## src/hdl/silu_pkg.sv

```systemverilog
// Shared types and constants for the Q16.16 SiLU activation core.
// Depends on nothing; used by every module in hdl/.
`default_nettype none

package silu_pkg;

   // Width of a Q16.16 beat.
   localparam int DATA_W    = 32;
   // Magnitudes below 16.0 fit in this many bits (16.0 is 2^20 in Q16.16).
   localparam int MAG_W     = 20;
   // Scale of |x| when it forms the base 1 - |x|/1024 in Q32.
   localparam int EXP_SHIFT = 6;
   // Number of repeated squarings of the exponential base.
   localparam int SQUARINGS = 10;
   // Divisor and partial remainder width: 2^32 + e.
   localparam int DIV_W     = DATA_W + 1;
   // Quotient bits; the sigmoid never exceeds 2^16.
   localparam int QUO_W     = 17;
   // Product of magnitude and sigmoid.
   localparam int PROD_W    = MAG_W + QUO_W;

   // Per-beat sideband carried down the pipeline.
   typedef struct packed {
      logic              neg;
      logic              special;
      logic [DATA_W-1:0] special_val;
      logic [MAG_W-1:0]  mag;
   } side_type;

   // State of one restoring-division step.
   typedef struct packed {
      logic [DIV_W-1:0] divisor;
      logic [DIV_W-1:0] rem;
      logic [QUO_W-1:0] low;
      logic [QUO_W-1:0] quo;
   } div_type;

endpackage

`default_nettype wire

```

## src/hdl/silu_sq_stage.sv

```systemverilog
// One pipeline stage of the exponential: squares a Q32 value, keeps the upper half.
// Depends on silu_pkg.
`default_nettype none

module silu_sq_stage (
   input  logic                       clock,
   input  logic                       reset,
   input  logic                       advance,
   input  logic                       prev_valid,
   input  silu_pkg::side_type         prev_side,
   input  logic [silu_pkg::DATA_W-1:0] prev_e,
   output logic                       stage_valid,
   output silu_pkg::side_type         stage_side,
   output logic [silu_pkg::DATA_W-1:0] stage_e
);

   logic [2*silu_pkg::DATA_W-1:0] sq;
   logic                          valid_ff;
   silu_pkg::side_type            side_ff;
   logic [silu_pkg::DATA_W-1:0]   e_ff;
   logic [silu_pkg::DATA_W-1:0]   e_in;

   assign sq   = (2*silu_pkg::DATA_W)'(prev_e) * (2*silu_pkg::DATA_W)'(prev_e);
   assign e_in = sq[2*silu_pkg::DATA_W-1:silu_pkg::DATA_W];

   always_ff @(posedge clock) begin
      if (reset) begin
         valid_ff <= 1'b0;
      end else if (advance) begin
         valid_ff <= prev_valid;
      end
   end

   always_ff @(posedge clock) begin
      if (advance) begin
         side_ff <= prev_side;
         e_ff    <= e_in;
      end
   end

   assign stage_valid = valid_ff;
   assign stage_side  = side_ff;
   assign stage_e     = e_ff;

endmodule

`default_nettype wire

```

## config.mk

```make
export PLATFORM = sky130hd
export DESIGN_NAME = silu_sq_stage
export DESIGN_NICKNAME = d
export VERILOG_FILES = /design/src/hdl/silu_pkg.sv /design/src/hdl/silu_sq_stage.sv
export SDC_FILE = /design/constraint.sdc
export NUM_CORES = 2
export LEC_CHECK = 0
export BUFFER_PORTS_ARGS = -buffer_cell sky130_fd_sc_hd__buf_4
export CAP_MARGIN = 20
export CELL_PAD_IN_SITES_DETAIL_PLACEMENT = 0
export CELL_PAD_IN_SITES_GLOBAL_PLACEMENT = 2
export CORE_ASPECT_RATIO = 1.1
export CORE_MARGIN = 2
export CORE_UTILIZATION = 42
export CTS_CLUSTER_DIAMETER = 150
export DETAILED_ROUTE_END_ITERATION = 8
export GPL_TIMING_DRIVEN = 0
export PLACE_DENSITY = 0.95
export SLEW_MARGIN = 20
export SYNTH_ARGS = -nofsm -noshare
export SYNTH_HDL_FRONTEND = slang
export SYNTH_SLANG_ARGS = --single-unit
```

## constraint.sdc

```tcl
create_clock -name clock -period 10.8 [get_ports clock]
set_input_delay 0 -clock clock [delete_from_list [all_inputs] [get_ports clock]]
set_output_delay 0 -clock clock [all_outputs]
set_load 0.02 [all_outputs]
```

==> insert_results.sql <==
INSERT INTO impl_metrics (metric_group, metric, value, unit) VALUES
('worst_setup_path', 'r2r_start', 'stage_valid$_SDFFE_PP0P_', ''),
('cells_and_area', 'area_added_between_synthesis_and_finish', '10.60', '%'),
('cells_and_area', 'regArea', '2603', 'µm²'),
('global_route', 'global_route_wire_length_before_repair', '149900', 'µm'),
('yosys', 'mappedNetlistArea', '31610', 'µm²'),
('timing', 'worst_pin_slew', '1.290', 'ns'),
('yosys', 'synthesis.nets', '4387', ''),
('floorplan', 'rows', '105', ''),
('worst_setup_path', 'timing.setup.critical_path_class', 'in2reg', ''),
('job', 'drv.max_cap_violation_count', '0', ''),
('floorplan', 'floorplan.die_area', '77480', 'µm²'),
('yosys', 'ys_ff_latch', '87', ''),
('drt', 'route.detailed.drc', '0', ''),
('status', 'outcome', 'finished, final reports clean', ''),
('drt', 'finalWirelength', '98660', 'µm'),
('floorplan', 'horiz_die_dim', '265.6', 'µm'),
('worst_setup_path', 'timing.critical_path.arrival', '9.43', 'ns'),
('worst_setup_path', 'worst_path_largest_cell_delay', '0.89', 'ns'),
('clocking', 'clock_sinks', '87', ''),
('yosys', 'synthDominantAreaCellType', 'fa_1', ''),
('global_route', 'grt_overflow', '0', ''),
('timing', 'period_utilisation_layout', '86.48', '%'),
('timing', 'slew_violations', '0', ''),
('drt', 'wire_length_per_cell', '22.35', 'µm'),
('floorplan', 'initial_core_util', '42.44', '%'),
('timing', 'min_period', '9.340', 'ns'),
('yosys', 'post_synth_inst_count', '3206', ''),
('worst_setup_path', 'worstSetupStartpointType', 'input pin', ''),
('drt', 'dr.pass1.iters', '5', ''),
('global_route', 'grt_util_all_layers', '26.37', '%'),
('clocking', 'cts_buffers', '9', ''),
('clocking', 'cts_max_level', '3', ''),
('yosys', 'ys_dominant_reg_cell', 'edfxtp_1', ''),
('worst_setup_path', 'r2r_end', 'stage_valid$_SDFFE_PP0P_', ''),
('global_route', 'number_of_antenna_violations_at_the_first_check_in_global_routing', '4', ''),
('drt', 'route.detailed.vias_per_inst', '5.143', ''),
('yosys', 'asyncSetResetFlopFracSynth', '0', '%'),
('cells_and_area', 'fraction_of_final_layout_cells_sized_beyond_drive_strength_1', '6.317', '%'),
('placed_design', 'gp_routability_congestion', '1.013', ''),
('clocking', 'clkTransAtPathRegs', '0.07', 'ns'),
('clocking', 'max-clock-path-buffers', '2', ''),
('yosys', 'synthDominantCellAreaShare', '50.09', '%'),
('timing', 'max_freq', '107.1', 'MHz'),
('worst_setup_path', 'worst-r2r-setup-slack', '9.63', 'ns'),
('worst_setup_path', 'critPathCaptureType', 'register', ''),
('yosys', 'post_synth.cell_area_avg', '9.860', 'µm²'),
('cells_and_area', 'multi_input_gate_area', '24900', 'µm²'),
('placed_design', 'detailed_placer_s_ending_hpwl', '82070', 'µm'),
('yosys', 'synth_top_cells_by_count', '980 x inv_1, 791 x fa_1, 300 x ha_1', ''),
('yosys', 'synth.distinct_cells', '61', ''),
('worst_setup_path', 'standard_cell_with_the_maximum_stage_delay_on_the_critical_path', 'nor3_1', ''),
('timing', 'timing.slew.headroom', '13.98', '%'),
('worst_setup_path', 'worstPathCellList', 'buf_4 -> clkbuf_1 -> clkbuf_1 -> nand2_1 -> inv_1 -> fa_1 -> fa_1 -> fa_1 -> inv_1 -> fa_1 -> inv_1 -> fa_1 -> fa_1 -> fa_1 -> fa_1 -> ha_1 -> and4_1 -> nand3_1 -> nor3_1 -> o31ai_1 -> nor3_1 -> a21oi_1 -> o21ai_0 -> xnor2_1', ''),
('timing', 'grt_setup_unrepaired', 'false', ''),
('worst_setup_path', 'cpMostUsedCell', 'fa_1', ''),
('timing', 'clock-skew-final', '0', 'ns'),
('floorplan', 'core_area', '74490', 'µm²'),
('worst_hold_path', 'timing.hold.worst_path_depth', '1', ''),
('global_route', 'maximum_number_of_pins_on_one_net_before_global_route_repair', '88', ''),
('worst_hold_path', 'terminating_pin_of_the_worst_hold_path', 'stage_side[37]$_DFFE_PP_', ''),
('timing', 'finalSetupViolCount', '0', ''),
('clocking', 'clock_tree.root_cell', 'clkbuf_16', ''),
('drt', 'vias', '22710', ''),
('clocking', 'tritoncts', 'done', ''),
('floorplan', 'die_h', '291.7', 'µm'),
('floorplan', 'top_level_ports', '177', ''),
('drt', 'antenna_violating_nets_post_route', '0', ''),
('worst_setup_path', 'required_arrival_time_at_the_worst_endpoint', '10.89', 'ns'),
('worst_hold_path', 'timing.hold.worst.start', 'advance', ''),
('clocking', 'cts_setup_buffers', '0', ''),
('yosys', 'synthTopCellsByArea', 'fa_1 50%, ha_1 12%, inv_1 12%, edfxtp_1 8.2%, and2_1 4.6%', '');
stage by stage:
stage | area, µm² | hold slack, ns | utilization (%) | instances
5_1_grt | 34960 | 0.2537 | 46.93 | 4414
6_report | 34960 | 0.2145 | 46.93 | 4415
3_5_place_dp | 34110 | 0.1613 | 45.80 | 4342
3_3_place_gp | 34110 | 0.1567 | 45.80 | 4342
2_1_floorplan | 31610 | 0.07238 | - | 3206
4_1_cts | 34950 | 0.3641 | 46.92 | 4414
registers in the layout (all words and copies together) (netlist names):
register,cells
stage_e,32
stage_valid,1
stage_side,54
cells by family (layout without fill, tap and decap cells):
| logic type | after synthesis | count (layout) | synth area share [%] |
|---|---|---|---|
| other | 0 | 1 | 0 |
| AO/OA/AOI/OAI | 204 | 204 | 4.291 |
| adder cells (fa/ha/maj) | 1091 | 1091 | 61.97 |
| AND/OR/NAND/NOR | 649 | 649 | 10.25 |
| XOR/XNOR | 77 | 77 | 2.133 |
| buffers and inverters | 1094 | 1339 | 12.99 |
| multiplexers | 4 | 4 | 0.1306 |
| flip-flops | 87 | 87 | 8.233 |
worst max-delay path: cells and delay by family:
kind	cells	cell delay (ns)
buf+inv	6	2.08
compound gates	3	0.76
simple gates	5	2.03
xor+xnor	1	0.09
fa+ha+maj	9	4.44
how the worst max path moves through the flow:
stage               from                     to
6_report       prev_e[5]  stage_e[25]$_DFFE_PP_
5_1_grt        prev_e[6]  stage_e[25]$_DFFE_PP_
4_1_cts        prev_e[7]  stage_e[20]$_DFFE_PP_
3_5_place_dp   prev_e[7]  stage_e[20]$_DFFE_PP_
3_3_place_gp   prev_e[7]  stage_e[20]$_DFFE_PP_
2_1_floorplan  prev_e[7]  stage_e[27]$_DFFE_PP_
cell usage in the layout, fill, tap and decap left out, types with 5 or more instances in the layout:
cell type,count
nand2_1,284
or2_2,5
and2_1,233
nand4_1,18
nor3_1,10
buf_4,172
a21o_1,32
dlygate4sd3_1,56
a31o_2,12
a21oi_1,67
a211oi_1,7
inv_1,980
and3_1,8
o21bai_1,14
o21ai_0,25
o21a_1,9
xor2_1,37
nor2_1,49
xnor2_1,40
edfxtp_1,86
nand3_1,10
clkbuf_16,9
clkbuf_1,108
ha_1,300
fa_1,791
nor2b_1,10
a31oi_1,10
final cells by class:
type,instances,share of cell area [%]
diodes,1,0.007158
plain buffers,113,1.231
clock buffers,11,0.6657
clock inverters,5,0.1181
inverters,981,10.53
multi-input cells,2025,71.22
flip-flops and latches,87,7.444
well taps,963,3.447
repair buffers,229,5.329
metal layers:
| metal | wire (µm) | share of wire (%) | track usage, % | vias up |
|---|---|---|---|---|
| met2 | 50080 | 51 | 46.42 | 889 |
| met3 | 7803 | 7.9 | 4.537 | 251 |
| met5 | 0 | 0 | 0 | - |
| li1 | - | - | - | 9830 |
| met1 | 35110 | 36 | 31.64 | 11740 |
| met4 | 5669 | 5.7 | 11.66 | 0 |
timing repair:
item                                   in CTS  in global routing
hold buffers                               56                  0
endpoints found under the hold margin      55                  0
gates resized for setup                     0                  0
Power is left out: the tool's default activity adds up to more than one toggle a clock period on the data nets, which glitch-free logic cannot reach.
