File: src/hdl/silu_pkg.sv
// Shared types and constants for the Q16.16 SiLU activation core.
// Depends on nothing; used by every module in hdl/.
`default_nettype none

package silu_pkg;

   // Width of a Q16.16 beat.
   localparam int DATA_W    = 32;
   // Magnitudes below 16.0 fit in this many bits (16.0 is 2^20 in Q16.16).
   localparam int MAG_W     = 20;
   // Scale of |x| when it forms the base 1 - |x|/1024 in Q32.
   localparam int EXP_SHIFT = 6;
   // Number of repeated squarings of the exponential base.
   localparam int SQUARINGS = 10;
   // Divisor and partial remainder width: 2^32 + e.
   localparam int DIV_W     = DATA_W + 1;
   // Quotient bits; the sigmoid never exceeds 2^16.
   localparam int QUO_W     = 17;
   // Product of magnitude and sigmoid.
   localparam int PROD_W    = MAG_W + QUO_W;

   // Per-beat sideband carried down the pipeline.
   typedef struct packed {
      logic              neg;
      logic              special;
      logic [DATA_W-1:0] special_val;
      logic [MAG_W-1:0]  mag;
   } side_type;

   // State of one restoring-division step.
   typedef struct packed {
      logic [DIV_W-1:0] divisor;
      logic [DIV_W-1:0] rem;
      logic [QUO_W-1:0] low;
      logic [QUO_W-1:0] quo;
   } div_type;

endpackage

`default_nettype wire

File: src/hdl/silu_div_stage.sv
// One restoring-division step: brings in one numerator bit, produces one quotient bit.
// Depends on silu_pkg.
`default_nettype none

module silu_div_stage (
   input  logic               clock,
   input  logic               reset,
   input  logic               advance,
   input  logic               prev_valid,
   input  silu_pkg::side_type prev_side,
   input  silu_pkg::div_type  prev_div,
   output logic               stage_valid,
   output silu_pkg::side_type stage_side,
   output silu_pkg::div_type  stage_div
);

   logic [silu_pkg::DIV_W:0]   r2;
   logic [silu_pkg::DIV_W+1:0] diff;
   logic                       ge;
   logic                       valid_ff;
   silu_pkg::side_type         side_ff;
   silu_pkg::div_type          div_ff;
   silu_pkg::div_type          div_in;

   always_comb begin
      r2   = {prev_div.rem, prev_div.low[silu_pkg::QUO_W-1]};
      diff = {1'b0, r2} - {2'b00, prev_div.divisor};
      ge   = ~diff[silu_pkg::DIV_W+1];
      div_in.divisor = prev_div.divisor;
      div_in.rem     = ge ? diff[silu_pkg::DIV_W-1:0] : r2[silu_pkg::DIV_W-1:0];
      div_in.low     = {prev_div.low[silu_pkg::QUO_W-2:0], 1'b0};
      div_in.quo     = {prev_div.quo[silu_pkg::QUO_W-2:0], ge};
   end

   always_ff @(posedge clock) begin
      if (reset) begin
         valid_ff <= 1'b0;
      end else if (advance) begin
         valid_ff <= prev_valid;
      end
   end

   always_ff @(posedge clock) begin
      if (advance) begin
         side_ff <= prev_side;
         div_ff  <= div_in;
      end
   end

   assign stage_valid = valid_ff;
   assign stage_side  = side_ff;
   assign stage_div   = div_ff;

   // Partial remainder stays below the divisor after every step.
   a_rem_below_divisor: assert property (@(posedge clock) disable iff (reset)
      valid_ff |-> (div_ff.rem < div_ff.divisor))
      else $error("division remainder not below divisor");

endmodule

`default_nettype wire

File: config.mk
export PLATFORM = sky130hd
export DESIGN_NAME = silu_div_stage
export DESIGN_NICKNAME = d
export VERILOG_FILES = /design/src/hdl/silu_pkg.sv /design/src/hdl/silu_div_stage.sv
export SDC_FILE = /design/constraint.sdc
export NUM_CORES = 1
export LEC_CHECK = 0
export ABC_AREA = 0
export BUFFER_PORTS_ARGS = -buffer_cell sky130_fd_sc_hd__buf_2
export CORE_ASPECT_RATIO = 0.9
export CORE_MARGIN = 5
export CORE_UTILIZATION = 29
export DETAILED_ROUTE_END_ITERATION = 6
export MAX_ROUTING_LAYER = met4
export PLACE_DENSITY = 0.52
export RECOVER_POWER = 100
export SETUP_SLACK_MARGIN = 0.5
export SLEW_MARGIN = 15
export SYNTH_ARGS = -nofsm -noshare
export SYNTH_HDL_FRONTEND = slang
export SYNTH_SLANG_ARGS = --single-unit
File: constraint.sdc
create_clock -name clock -period 8.05 [get_ports clock]
set_input_delay 0.4025 -clock clock [delete_from_list [all_inputs] [get_ports clock]]
set_output_delay 0.4025 -clock clock [all_outputs]
set_load 0.01 [all_outputs]
==> results of run 1 <==
kinds of logic after synthesis:
group | after synthesis | synth area share, %
XOR/XNOR | 25 | 3.198
AND/OR/NAND/NOR | 69 | 5.026
buffers and inverters | 46 | 2.906
flip-flops | 154 | 67.40
multiplexers | 30 | 5.263
AO/OA/AOI/OAI | 99 | 9.832
adder cells (fa/ha/maj) | 34 | 6.323
other | 1 | 0.05477
area by class of cell:
type                    instances  area, um2  area share, %
well taps                     302      377.9          4.157
clock inverters                15      196.4          2.161
diodes                          5      12.51         0.1376
flip-flops and latches        154       4614          50.76
clock buffers                  17      425.4          4.680
inverters                      42      157.7          1.734
multi-input cells             258       1968          21.65
repair buffers                311       1338          14.71
metrics by stage:
| step | setup WS, ps | total power, mW | hold slack (ps) | cells | utilization (%) |
|---|---|---|---|---|---|
| after global routing | 2245 | 2.281 | 106.7 | 1104 | 39.05 |
| final | 2802 | 2.168 | 127.2 | 1104 | 39.05 |
| after CTS | 4524 | 2.236 | 106.3 | 1099 | 40.26 |
| after floorplan | 4941 | 1.218 | 474.9 | 458 | - |
| after detailed placement | 4087 | 1.394 | 487.8 | 1067 | 37.59 |
| after global placement | 4099 | 1.391 | 477.2 | 1067 | 37.59 |
worst paths after layout:
path	end	startpoint
worst max register to register	stage_valid$_SDFFE_PP0P_	stage_valid$_SDFFE_PP0P_
worst min-delay path	stage_valid$_SDFFE_PP0P_	reset
worst max-delay path	stage_side[44]$_DFFE_PP_	advance
worst min register to register	stage_valid$_SDFFE_PP0P_	stage_valid$_SDFFE_PP0P_
cell usage in the layout (no fill, tap or decap), types with 17 or more instances in the layout:
cell       instances
a21oi_1           28
buf_2            135
clkbuf_1         175
clkbuf_16         17
edfxtp_1         153
ha_1              33
inv_1             42
mux2_2            20
nand2_1           24
nor2_1            20
o21ai_0           19
power groups by stage:
stage	Sequential (mW)	Clock, mW	Combinational (mW)
2_1_floorplan	1.05	0	0.164
5_1_grt	1.00	0.894	0.384
3_5_place_dp	1.01	0	0.385
4_1_cts	0.991	0.857	0.388
3_3_place_gp	1.01	0	0.384
6_report	0.995	0.826	0.347
routing by layer:
layer,GRT usage (%),vias up
met5,-,-
met4,3.406,0
met3,4.788,10
met2,24.50,197
met1,17.05,2320
li1,-,2408
flip-flops by register name, summed over array words and instances (netlist names):
signal       flops
stage_side      54
stage_div       99
stage_valid      1
==> impl_table.tex, run 1 <==
\begin{tabular}{lr}
\hline
Metric & Value \\
\hline
\multicolumn{2}{l}{\textbf{Synthesis}} \\
\quad Prevailing post-synth register cell & edfxtp\_1 \\
\quad Cell accounting for the most synthesized area & edfxtp\_1 \\
\quad Largest cells by area after synthesis & edfxtp\_1, ha\_1, mux2\_2 \\
\quad Ranking of synthesized cells by instance count & edfxtp\_1, inv\_1, ha\_1 \\
\quad Yosys top cell area share & around two thirds \\
\quad Dominant cell by count in the synthesized netlist & edfxtp\_1 \\
\quad Nets in the synthesized netlist & 650 \\
\quad Post-synthesis sequential element count & roughly 150 \\
\quad Synthesized instance count & 458 \\
\quad Number of distinct library cells after synthesis & 57 \\
\quad Proportion of register bits with asynchronous set or reset after synthesis & 0\% \\
\quad Synth Warn \# & 0 \\
\quad Post-synthesis cell area & between 6000 and 7000 um2 \\
\quad Synthesized area per cell & around 15 um2 \\
\quad Seq/Total Area, Yosys & 67.40\% \\
\quad Number of enable-type register cells in the synthesized netlist & $\sim$150 \\
\multicolumn{2}{l}{\textbf{Timing}} \\
\quad Setup TNS & 0 ps \\
\quad Slew Limit Fails & around 160 \\
\quad Shortest period the worst path allows & approximately 5200 ps \\
\quad F\_max & 190.5 MHz \\
\quad Final Skew & 0 ps \\
\quad Unrepaired setup endpoints after global routing & no \\
\quad Final worst path period share & 65.20\% \\
\quad Slew Limit Headroom & -179.7\% \\
\quad Measured slew at the worst slew-check pin & between 4000 and 5000 ps \\
\quad Setup violators final & 0 \\
\quad Final Hold Violating Endpoints & 0 \\
\multicolumn{2}{l}{\textbf{Placed design}} \\
\quad Weighted congestion reported at the end of routability-driven placement & around 0.78 \\
\quad Count of port buffers added during placement & 310 \\
\quad Detailed Place HPWL & roughly 16000 um \\
\quad Total cell area at the placement stage & around 8700 um2 \\
\multicolumn{2}{l}{\textbf{Clocking}} \\
\quad Clock network latency to the later pin of the worst-skew pair & $\sim$430 ps \\
\quad Hold-fix buffers, CTS & 0 \\
\quad Total CTS buffers & 17 \\
\quad Number of levels in the clock H-tree & 4 \\
\quad Clock tree from TritonCTS & built \\
\quad CTS-repair resized insts & 0 \\
\quad Clock net sink count & between 150 and 200 \\
\quad Clk root buf & clkbuf\_16 \\
\quad Clock buffer depth & 2 \\
\quad Number of buffers inserted by post-CTS setup repair & 0 \\
\quad Clock transition at the registers of the reported paths & around 80 ps \\
\multicolumn{2}{l}{\textbf{Route}} \\
\quad Vias after detailed routing & 4935 \\
\quad Length of the first detailed-routing pass in iterations & 4 \\
\quad Count of routing violations after the opening detailed-route iteration & slightly above 200 \\
\quad Length of routed wiring on met1 & roughly 8500 um \\
\quad Wire length on met2 & between 10000 and 15000 um \\
\quad Total routed wirelength & a little over 20000 um \\
\quad Met3 layer wire length in the routed design & approximately 1700 um \\
\quad DR DRC count & 0 \\
\quad Vias per cell & 4.470 \\
\quad Wire length per cell & about 18 um \\
\quad Count of nets left with antenna violations after detail routing & 0 \\
\quad Highest routed layer & met4 \\
\multicolumn{2}{l}{\textbf{Floorplan}} \\
\quad Num ports & 313 \\
\quad Die Ht & $\sim$160 um \\
\quad \# rows & between 50 and 60 \\
\quad Width of the die & between 150 and 200 um \\
\quad Starting density of the core & between 20 and 30\% \\
\quad Die area & roughly 27000 um2 \\
\quad Area of the core & $\sim$23000 um2 \\
\multicolumn{2}{l}{\textbf{Worst setup path}} \\
\quad WP data arrival & between 5000 and 6000 ps \\
\quad R2r worst-path depth & 2 \\
\quad Start-to-end type of the worst setup path & in -> reg \\
\quad Number of logic stages on the critical path including buffering & 2 \\
\quad Crit end category & flip-flop \\
\quad Critical path peak fanout & 80 \\
\quad Critical Path Start Type & primary input \\
\quad Data required time at the worst endpoint & approximately 8100 ps \\
\quad Slowest cell on the critical path & clkbuf\_1 \\
\quad Flop-to-flop setup slack & around 7400 ps \\
\quad Worst path top cell family by delay & buffers and inverters \\
\quad Critical Path, Cell by Cell & clkbuf\_1 > clkbuf\_2 \\
\quad Worst path bufs/invs & 2 \\
\quad Max incr delay on CP & between 2000 and 3000 ps \\
\multicolumn{2}{l}{\textbf{GRT}} \\
\quad Antenna violations before repair & 5 \\
\quad Via count of the first global-routing pass & a little under 5k \\
\quad Global route total overflow & 0 \\
\quad Total global routing track utilization & 14.59\% \\
\quad Largest net degree at the start of global routing & around 80 \\
\quad First-pass GRT wire length & 28460 um \\
\multicolumn{2}{l}{\textbf{Cells and area}} \\
\quad Area Growth Syn to Fin & 32.77\% \\
\quad Final Net Count & roughly 980 \\
\quad Total non-filler cell area in the finished layout & a little over 9000 um2 \\
\quad Filler cell count & between 2k and 2.5k \\
\quad Proportion of layout cells with a drive suffix above 1 & about a quarter \\
\multicolumn{2}{l}{\textbf{Hold path}} \\
\quad Worst min-delay path class & in -> reg \\
\quad Hold-critical path depth & 2 \\
\multicolumn{2}{l}{\textbf{Power and ir drop}} \\
\quad Part of the total power dissipated in the clock network & about two fifths \\
\quad Cell-internal power & 1.543 mW \\
\quad Psw & approximately 620 uW \\
\quad Leakage power & 3.621 nW \\
\quad Gate power share & between 15 and 20\% \\
\quad Sequential share of power & between 40\% and 50\% \\
\quad Power per Cell Area & approximately 240 nW/um2 \\
\quad Peak VDD IR & between 0.0001 and 0.00015 V \\
\quad Switch share & between 20\% and 30\% \\
\multicolumn{2}{l}{\textbf{Status}} \\
\quad Status & finished with violations \\
\quad Failing checks & max-capacitance violations, max-slew violations \\
\multicolumn{2}{l}{\textbf{Flow run}} \\
\quad Max Cap Violations & 2 \\
\hline
\end{tabular}
(Power assumes the default switching activity.)
==> inputs of run 2 (changes only) <==
==> constraint.sdc (replaced) <==
create_clock -name clock -period 5.4 [get_ports clock]
set_input_delay 0.27 -clock clock [delete_from_list [all_inputs] [get_ports clock]]
set_output_delay 0.27 -clock clock [all_outputs]
set_load 0.01 [all_outputs]
==> run 2 against run 1 <==
Compared with the run above:
- wire length rose by 1.5%
- final cell count rose by 1.9%
- core utilization rose by 0.70 points
- first-iteration DRC count rose by 3.0%
- the flow still finishes with violations (max-capacitance violations, max-slew violations)
- worst hold slack got worse by 100 ps
- global-route usage rose by 0.27 points
- highest routed layer unchanged
- non-clock buffer count rose by 22
==> impl_table.tex, run 2 (synthesis gave the netlist of run 1 again) <==
\begin{tabular}{lr}
\hline
Metric & Value \\
\hline
\multicolumn{2}{l}{\textbf{Status}} \\
\quad Status & finished with violations \\
\quad Failing checks & max-capacitance violations, max-slew violations \\
\multicolumn{2}{l}{\textbf{Floorplan}} \\
\quad Num ports & 313 (unchanged) \\
\quad Width of the die & 172.0 um (unchanged) \\
\quad Starting density of the core & 29.41\% (unchanged) \\
\quad Die area & 26790 um2 (unchanged) \\
\quad \# rows & 53 (unchanged) \\
\quad Area of the core & 23280 um2 (unchanged) \\
\quad Die Ht & 155.8 um (unchanged) \\
\multicolumn{2}{l}{\textbf{Hold path}} \\
\quad Min-Delay Endpoint & stage\_div[22]\$\_DFFE\_PP\_ \\
\quad Worst min-delay path class & in -> reg \\
\quad Hold-critical path depth & 1 (-1) \\
\quad Start point of the worst min-delay path & prev\_div[21] \\
\multicolumn{2}{l}{\textbf{GRT}} \\
\quad First-pass GRT wire length & 29160 um (+2.5\%) \\
\quad Largest net degree at the start of global routing & 71 (-12\%) \\
\quad Total global routing track utilization & 14.86\% (+0.27 points) \\
\quad Antenna violations before repair & 4 (-1) \\
\quad Via count of the first global-routing pass & 5020 (+4.5\%) \\
\quad Global route total overflow & 0 (unchanged) \\
\multicolumn{2}{l}{\textbf{Power and ir drop}} \\
\quad Gate power share & 16.5\% (+0.5 points) \\
\quad Part of the total power dissipated in the clock network & 37.4\% (-0.7 points) \\
\quad Leakage power & 3.678 nW (+1.6\%) \\
\quad Cell-internal power & 2.327 mW (+51\%) \\
\quad Sequential share of power & 46.1\% (+0.2 points) \\
\quad Peak VDD IR & 0.0001703 V (+37\%) \\
\quad Switch share & 27.65\% (-1.2 points) \\
\quad Overall power of the completed layout & 3.216 mW (+48\%) \\
\quad Power per Cell Area & 347.6 nW/um2 (+46\%) \\
\quad Psw & 889.4 uW (+42\%) \\
\multicolumn{2}{l}{\textbf{Timing}} \\
\quad Shortest period the worst path allows & between 3000 and 4000 ps \\
\quad Final worst path period share & between 70\% and 80\% \\
\quad Final Hold Violating Endpoints & 0 (unchanged) \\
\quad Setup TNS & 0 ps (unchanged) \\
\quad Measured slew at the worst slew-check pin & 3046 ps (-1149 ps) \\
\quad Unrepaired setup endpoints after global routing & no \\
\quad F\_max & 259.0 MHz \\
\quad Slew Limit Fails & 159 (+1.3\%) \\
\quad Worst hold-check slack & 22.33 ps (-104.8 ps) \\
\quad Final setup margin & 1540 ps (-1262 ps) \\
\quad Slew Limit Headroom & -103.1\% (+77 points) \\
\quad Final Skew & 0 ps (unchanged) \\
\quad Setup violators final & 0 (unchanged) \\
\multicolumn{2}{l}{\textbf{Placed design}} \\
\quad Detailed Place HPWL & 15960 um (+1.0\%) \\
\quad Number of instances in the placed design & 1068 (+0.094\%) \\
\quad Total cell area at the placement stage & 8756 um2 (about the same) \\
\quad Weighted congestion reported at the end of routability-driven placement & 0.7738 (-1.2\%) \\
\quad Count of port buffers added during placement & 310 (unchanged) \\
\quad Dpl ws & 1656 ps (-2431 ps) \\
\multicolumn{2}{l}{\textbf{Worst setup path}} \\
\quad Critical Path Start Type & primary input \\
\quad WP data arrival & 3820 ps (-1440 ps) \\
\quad Crit end category & flip-flop \\
\quad Most used cell, CP & clkbuf\_1 \\
\quad Flop-to-flop setup slack & 4780 ps (-2620 ps) \\
\quad Worst path bufs/invs & 2 (unchanged) \\
\quad Max incr delay on CP & 2230 ps (-650 ps) \\
\quad R2r worst-path depth & 2 (unchanged) \\
\quad Start point of the critical path & advance \\
\quad Slowest cell on the critical path & clkbuf\_1 \\
\quad Critical Path, Cell by Cell & clkbuf\_1 > clkbuf\_1 \\
\quad Start-to-end type of the worst setup path & in -> reg \\
\quad FF-to-FF End & stage\_valid\$\_SDFFE\_PP0P\_ \\
\quad Worst path top cell family by delay & buffers and inverters \\
\quad Reg2reg start & stage\_valid\$\_SDFFE\_PP0P\_ \\
\quad Critical path peak fanout & 53 (-34\%) \\
\quad Data required time at the worst endpoint & 5360 ps (-2700 ps) \\
\multicolumn{2}{l}{\textbf{Cells and area}} \\
\quad Commonest non-fill, non-tap cell in the layout & clkbuf\_1 \\
\quad Finished Layout Cells & 1125 (+1.9\%) \\
\quad Commonest non-fill, non-tap cells in the layout & clkbuf\_1, edfxtp\_1, buf\_2 \\
\quad Final Net Count & 998 (+2.3\%) \\
\quad Area Growth Syn to Fin & 35.14\% \\
\quad Util after Layout & 39.75\% (+0.70 points) \\
\quad Proportion of layout cells with a drive suffix above 1 & 23.08\% (-1.3 points) \\
\quad Number of flip-flops under the largest register name & 99 (unchanged) \\
\quad Total non-filler cell area in the finished layout & 9253 um2 (+1.8\%) \\
\multicolumn{2}{l}{\textbf{Flow run}} \\
\quad Max Cap Violations & 3 (+1) \\
\multicolumn{2}{l}{\textbf{Clocking}} \\
\quad Number of levels in the clock H-tree & 4 (unchanged) \\
\quad Clock tree from TritonCTS & built \\
\quad Clk root buf & clkbuf\_16 \\
\quad Clock net sink count & 154 (unchanged) \\
\quad Clock network latency to the later pin of the worst-skew pair & 420 ps (about the same) \\
\quad Clock buffer depth & 2 (unchanged) \\
\quad Total CTS buffers & 17 (unchanged) \\
\quad Clock transition at the registers of the reported paths & 70 ps (about the same) \\
\multicolumn{2}{l}{\textbf{Route}} \\
\quad DR DRC count & 0 (unchanged) \\
\quad Length of the first detailed-routing pass in iterations & 4 (unchanged) \\
\quad Count of routing violations after the opening detailed-route iteration & 208 (+3.0\%) \\
\quad Vias after detailed routing & 5008 (+1.5\%) \\
\quad Total routed wirelength & 20630 um (+1.5\%) \\
\quad Wire length per cell & 18.34 um (-0.44\%) \\
\quad Count of nets left with antenna violations after detail routing & 0 (unchanged) \\
\quad Vias per cell & 4.452 (-0.42\%) \\
\hline
\end{tabular}
## run 2: changes by cell type in the layout (fill, tap and decap cells not counted), sizes merged
cell         previous run  this run
buf                   135       130
bufinv                  0         1
clkbuf                193       199
clkinv                  7         3
clkinvlp                0         2
diode                   5         4
dlygate4sd3             0        21
inv                    50        51
## run 2: per-layer routing
metal | global-route usage, % | vias to the layer above | routed length (um)
met5 | - | - | 0
met4 | 2.695 | 0 | 238
met3 | 5.219 | 14 | 1905
met2 | 25.40 | 195 | 10160
met1 | 17.11 | 2358 | 8325
li1 | - | 2441 | -
## run 2: how the worst max path moves through the flow
stage               cells past startpoint                 endpoint
finish                                  2  stage_div[35]$_DFFE_PP_
global route                            2  stage_div[35]$_DFFE_PP_
CTS                                    14  stage_div[61]$_DFFE_PP_
detailed placement                     14  stage_div[61]$_DFFE_PP_
global placement                       14  stage_div[57]$_DFFE_PP_
floorplan                              15  stage_div[56]$_DFFE_PP_
## run 2: repair_timing
item / in CTS / in global routing
gates resized for setup: 0 / 0
endpoints found under the hold margin: 9 / 12
hold buffers: 9 / 12
buffers inserted: 0 / 0
## run 2: final cells by class
class	count	area, um2
flip-flops and latches	154	4614
repair buffers	333	1545
clock inverters	15	153.9
multi-input cells	258	1968
inverters	42	157.7
clock buffers	17	425.4
fillers	2306	14020
diodes	4	10.01
well taps	302	377.9
## run 2: power groups by stage
stage,sequential (mW),combinational (mW),clock (mW)
2_1_floorplan,1.57,0.244,0
3_3_place_gp,1.50,0.572,0
3_5_place_dp,1.50,0.577,0
4_1_cts,1.48,0.585,1.24
5_1_grt,1.50,0.586,1.29
6_report,1.48,0.530,1.20
